[src/sip_div.sv]
// ----------------------------------------------------------------------------
// sip_div
// Pipelined unsigned restoring divider, one quotient bit per stage.
// The caller guarantees num < den * 2**Q_W.
// ----------------------------------------------------------------------------
module sip_div #(
    parameter int NUM_W = 48,
    parameter int DEN_W = 32,
    parameter int Q_W   = 16
) (
    input  logic             clk,
    input  logic             rst_n,
    input  logic             in_valid,
    input  logic [NUM_W-1:0] num,
    input  logic [DEN_W-1:0] den,
    output logic             out_valid,
    output logic [Q_W-1:0]   quot
);

    localparam int TW = (DEN_W + Q_W > NUM_W) ? DEN_W + Q_W : NUM_W;

    logic [TW-1:0]    rem_reg  [Q_W];
    logic [DEN_W-1:0] den_reg  [Q_W];
    logic [Q_W-1:0]   quot_reg [Q_W];
    logic [Q_W-1:0]   valid_reg;

    for (genvar k = 0; k < Q_W; k++) begin : g_stage
        logic [TW-1:0]    rem_src;
        logic [DEN_W-1:0] den_src;
        logic [Q_W-1:0]   quot_src;
        logic             valid_src;
        logic [TW-1:0]    trial;
        logic             take;

        if (k == 0) begin : g_first
            assign rem_src   = TW'(num);
            assign den_src   = den;
            assign quot_src  = '0;
            assign valid_src = in_valid;
        end
        else begin : g_rest
            assign rem_src   = rem_reg[k-1];
            assign den_src   = den_reg[k-1];
            assign quot_src  = quot_reg[k-1];
            assign valid_src = valid_reg[k-1];
        end

        // bit Q_W-1-k of the quotient
        assign trial = TW'(den_src) << (Q_W - 1 - k);
        assign take  = (rem_src >= trial);

        always_ff @(posedge clk or negedge rst_n)
        begin
            if (!rst_n)
            begin
                valid_reg[k] <= 1'b0;
            end
            else
            begin
                valid_reg[k] <= valid_src;
            end
        end

        always_ff @(posedge clk)
        begin
            rem_reg[k]  <= take ? (rem_src - trial) : rem_src;
            den_reg[k]  <= den_src;
            quot_reg[k] <= {quot_src[Q_W-2:0], take};
        end
    end

    assign out_valid = valid_reg[Q_W-1];
    assign quot      = quot_reg[Q_W-1];

endmodule

[config.mk]
export PLATFORM = sky130hd
export DESIGN_NAME = sip_div
export DESIGN_NICKNAME = d
export VERILOG_FILES = /design/src/sip_div.sv
export SDC_FILE = /design/constraint.sdc
export NUM_CORES = 2
export LEC_CHECK = 0
export BUFFER_PORTS_ARGS = -buffer_cell sky130_fd_sc_hd__buf_4
export CAP_MARGIN = 10
export CORE_ASPECT_RATIO = 1.4
export CORE_MARGIN = 1.5
export CORE_UTILIZATION = 53
export CTS_CLUSTER_SIZE = 8
export DETAILED_ROUTE_END_ITERATION = 8
export GPL_TIMING_DRIVEN = 0
export PLACE_DENSITY = 0.69
export RECOVER_POWER = 50
export SLEW_MARGIN = 10
export SYNTH_ARGS = -nofsm -noshare
export SYNTH_HDL_FRONTEND = slang
export SYNTH_SLANG_ARGS = --single-unit
[constraint.sdc]
create_clock -name clk -period 8.4 [get_ports clk]
set_clock_uncertainty 0.2 [all_clocks]
set_input_delay 0.42 -clock clk [delete_from_list [all_inputs] [get_ports clk]]
set_output_delay 0.42 -clock clk [all_outputs]
set_load 0.02 [all_outputs]
==> Word level (Yosys, flattened, before mapping) <==
Memories as Yosys holds them, arrays and structs flattened.
Index checks and enable logic that the tools add are counted.
{ "totals": {"mem_bits_rw": 1536, "memories": 3, "regBits": 16, "romBits": 0, "word_cells": 67, "latch_bits": 0} }
{ "mem_list": {"columns": ["memory", "words", "width", "read_ports", "rd_clocked_by_memory_dff", "wr", "line_no", "source"], "rows": [
  ["rem_reg", 16, 48, 15, 0, 16, "22", "logic [TW-1:0] rem_reg [Q_W];"],
  ["den_reg", 16, 32, 15, 0, 16, "23", "logic [DEN_W-1:0] den_reg [Q_W];"],
  ["quot_reg", 16, 16, 16, 0, 16, "24", "logic [Q_W-1:0] quot_reg [Q_W];"]
]} }
{ "op_classes": {"shifts": 0, "mux": 16, "multipliers": 0, "order_cmp": 16, "reduce_logical": 0, "n_addsub": 16, "div": 0, "eq_ne": 0, "bitwise": 0} }
{ "ops": {"columns": ["cell", "n"], "rows": [
  ["2-to-1 mux 48 bit", 16],
  ["greater-or-equal comparator 48 x 32 -> 1 bit", 1],
  ["greater-or-equal comparator 48 x 33 -> 1 bit", 1],
  ["greater-or-equal comparator 48 x 34 -> 1 bit", 1],
  ["greater-or-equal comparator 48 x 35 -> 1 bit", 1],
  ["greater-or-equal comparator 48 x 36 -> 1 bit", 1],
  ["greater-or-equal comparator 48 x 37 -> 1 bit", 1],
  ["greater-or-equal comparator 48 x 38 -> 1 bit", 1],
  ["greater-or-equal comparator 48 x 39 -> 1 bit", 1],
  ["greater-or-equal comparator 48 x 40 -> 1 bit", 1],
  ["greater-or-equal comparator 48 x 41 -> 1 bit", 1],
  ["greater-or-equal comparator 48 x 42 -> 1 bit", 1],
  ["greater-or-equal comparator 48 x 43 -> 1 bit", 1],
  ["greater-or-equal comparator 48 x 44 -> 1 bit", 1],
  ["greater-or-equal comparator 48 x 45 -> 1 bit", 1],
  ["greater-or-equal comparator 48 x 46 -> 1 bit", 1],
  ["greater-or-equal comparator 48 x 47 -> 1 bit", 1],
  ["subtractor 48 x 32 -> 48 bit", 1],
  ["subtractor 48 x 33 -> 48 bit", 1],
  ["subtractor 48 x 34 -> 48 bit", 1],
  ["subtractor 48 x 35 -> 48 bit", 1],
  ["subtractor 48 x 36 -> 48 bit", 1],
  ["subtractor 48 x 37 -> 48 bit", 1],
  ["subtractor 48 x 38 -> 48 bit", 1],
  ["other kinds (9)", 9]
]} }

==> Longest topological paths before layout <==
An unclocked memory read counts as a cell.
{ "logic_depth": {"word_depth": 3, "ltp_mapped": 15, "depth_no_buf": 15} }

==> Worst setup path before layout <==
Ideal clock, no wire load.
{ "synth_path": {"kind": "input-to-reg", "start": "input port den[2]", "end": "memory rem_reg[0][42] in the netlist's numbering", "t_required_ns": 8.079, "cell_stages": 13, "setup_time_ns": 0.121, "n_path_buf": 1, "arrival_ns": 3.092, "slack_ns": 4.987, "cell_sequence": "inv_1 > ha_1 > a21o_1 > a21o_1 > a211oi_2 > o311ai_1 > nand2_1 > o21a_1 > o21a_1 > o21ai_1 > a211oi_2 > buf_2 > mux2_2"} }
{ "synth_lines": {"columns": ["element", "line_no", "source"], "rows": [
  ["start: declaration", "15", "input logic [DEN_W-1:0] den,"],
  ["end: declaration", "22", null]
]} }

==> metrics.csv <==
stage,metric,value,unit
pwr,p_leak,0.0322,uW
logic_synthesis,synth_cell_types,88,
timing,fin_crit,5.61,ns
detailed_routing,via_count,49458,
logic_synthesis,synthArstFlopShare,0.0118,
logic_synthesis,synth_edf_count,0,
logic_synthesis,synth-compound-area-share,0.189,
run,max_cap_violations,0,
critical_path,cp_max_fo,10,
placement,hpwl,140,mm
finish,largest_reg_flops,720,
grt,antenna_found_initial,1,
clock_tree,post_cts_resized,0,
clock_tree,post_cts_buffers,0,
die,io_pins,100,
logic_synthesis,synth_nets,7511,
placement,gp_congestion,0.974,
critical_path,path_cells,inv_1 > ha_1 > and3_1 > nand3_1 > nor4_1 > o211ai_1 > nand2_1 > clkbuf_1 > clkbuf_1 > a21oi_1,
die,start_util,0.533,
logic_synthesis,muxShareOfSynthArea,0.0181,
logic_synthesis,seq_area_frac_synth,0.434,
finish,layout_commonest_cell,dfxtp_1,
placement,placed_area,65300,um^2
critical_path,start_kind,flop,
finish,areaGrowthSynthToFinish,13.9,%
logic_synthesis,synth_xor_area_frac,0.0743,
finish,layout_common_cells,"1336 x dfxtp_1, 651 x inv_1, 625 x a21oi_1",
logic_synthesis,synthesis.area,62600,um^2
die,dieHeight,410,um
grt,grt_pass1_vias,52571,
finish,nets,7895,
critical_path,crit_required,8.80,ns
die,die_w,293,um
detailed_routing,drt-initial-drc-count,1799,
critical_path,critPathSlowestCell,nor4_1,
pwr,power.density,411,nW/um^2
clock_tree,cts_tree,built,
critical_path,critical_path_class,reg -> reg,
clock_tree,cts-root-buf,clkbuf_16,
die,die_area,120000,um^2
finish,final_area,71300,um^2
detailed_routing,detail_route.vias_per_cell,5.61,
pwr,vdd_drop_max,0.000241,V
finish,num-fill-cells,10085,
grt,track_usage,0.288,
timing,setup_tns,0,ns
critical_path,crit_arrival,6.01,ns
clock_tree,cts.sinks,1352,
clock_tree,clockBufferDepth,3,
clock_tree,clk_latency,0.83,ns
timing,tightest_slew,1.31,ns
detailed_routing,dr.pass1.iters,5,
min_path,hold_class,in -> reg,
clock_tree,numCtsBuffers,186,
timing,holdWs,0.0658,ns
critical_path,critPathCaptureType,flop,
logic_synthesis,synthCells,6901,
timing,setup_violations,0,
finish,register_area,27100,um^2
critical_path,reg2reg_setup_slack,2.79,ns
timing,rsz0062_at_grt,false,
timing,drv_slew,0,
finish,diodes,0,
logic_synthesis,ys_ff_latch,1352,
grt,grt_pass1_wl,267,mm
finish,drive_gt1_frac,0.0623,
detailed_routing,drt-wirelength-per-cell,19.8,um
timing,timing.fmax,178,MHz
logic_synthesis,synth_ff_type,dfxtp_1,
die,rows,149,
logic_synthesis,syn_avg_cell_area,9.07,um^2
timing,relSlewSlack,0.121,
detailed_routing,drcViolationCount,0,
critical_path,cpMostUsedCell,clkbuf_1,
clock_tree,h-tree-depth,4,
finish,multi_input_area,32300,um^2
clock_tree,clkSlewWorstSetupHoldPaths,0.05,ns
die,design.core.area,117000,um^2
logic_synthesis,synthAdderAreaFrac,0.107,
detailed_routing,drt-total-wl,175,mm
logic_synthesis,synth_top_family_by_area,compound AO/OA/AOI/OAI gates,
critical_path,critPathMaxStageDelay,1.12,ns
grt,grt_remaining_overflow,0,
timing,hold_violations,0,
timing,period_share,0.668,
grt,grt_max_degree,19,
placement,io_buffers,99,
logic_synthesis,synth_simple_gate_area_share,0.127,
logic_synthesis,yosys_warnings,0,
detailed_routing,drtAntennaViolNets,0,
run_status,outcome,"finished, final reports clean",
[final cells by class]
type                       count  share of cell area
inverter                     653              0.0344
clock inverter                15             0.00612
timing repair buffer         196              0.0235
clock buffer                 192              0.0656
tap                         1510              0.0265
multi-input combinational   4715               0.453
sequential                  1352               0.381
buffer                       181             0.00998
[metal layers]
layer / up-vias / GRT usage / share of wire
met5: - / 0 / 0
met4: 0 / 0.271 / 0.10
met3: 652 / 0.0367 / 0.025
met2: 1166 / 0.615 / 0.58
met1: 22887 / 0.201 / 0.29
li1: 24753 / - / -
[synth_stat cells (17+ instances only)]
library cell	count	area (um^2)
a211o_1	21	184
a211oi_1	63	473
a21boi_0	20	150
a21o_1	286	2150
a21oi_1	625	3130
a221oi_1	18	158
a311oi_1	17	149
a31oi_1	58	363
and2_1	36	225
and3_1	53	332
buf_2	17	85.1
clkbuf_1	146	548
dfxtp_1	1336	26700
ha_1	512	6410
inv_1	651	2440
mux2_2	96	1080
nand2_1	505	1900
nand2b_1	55	344
nand3_1	115	576
nand3b_1	19	143
nand4_1	85	532
nor2_1	448	1680
nor2b_1	61	382
nor3_1	82	410
nor4_1	59	369
o211ai_1	33	248
o21a_1	62	465
o21ai_0	432	2160
o21bai_1	61	458
o31ai_1	51	383
or2_2	19	119
or3_1	39	244
or4_1	19	143
xnor2_1	301	2640
xor2_1	230	2010
[stage by stage]
step,std cells,total power [uW],util,setup slack [ns]
after floorplan,6901,19100,-,4.99
after global placement,8510,22300,0.555,2.65
after detailed placement,8511,22500,0.556,2.83
after CTS,8814,29300,0.607,2.74
after global routing,8814,31300,0.607,2.85
final,8814,29300,0.607,2.79
[cell families (layout without fill, tap and decap cells)]
kind of cell	Yosys count	after routing
fa+ha+maj	527	527
mux	101	101
compound gates	1897	1897
flops	1352	1352
simple gates	1659	1659
xor+xnor	531	531
buf+inv	834	1237
[worst paths after layout]
check                                 from  cells past startpoint              endpoint
min in group asynchronous            rst_n                      3  g_stage[8].valid_src
setup reg to reg            den_reg[0][15]                     10        rem_reg[1][41]
hold reg to reg            den_reg[1][115]                      0       den_reg[1][147]
max in group asynchronous            rst_n                      3             out_valid
hold / removal                      num[4]                      2         rem_reg[0][4]
setup / recovery            den_reg[0][15]                     10        rem_reg[1][41]
[what timing repair did]
item,in CTS,in global routing
hold buffers,96,0
hold endpoints to repair,97,0
endpoints found under the setup margin,0,0
[critical path: cells and delay by family (launching register included)]
kind / cells / cell delay (ns)
AO/OA/AOI/OAI: 2 / 0.64
adder cells (fa/ha/maj): 1 / 0.36
buffers and inverters: 3 / 1.62
flip-flops: 1 / 0.34
AND/OR/NAND/NOR: 4 / 2.21
[power breakdown]
group	switching, uW	internal (uW)
combinational	7710	5560
sequential	1050	8310
clock	2730	3930
total	11500	17800
No activity file was read; power rests on OpenSTA's default activity.
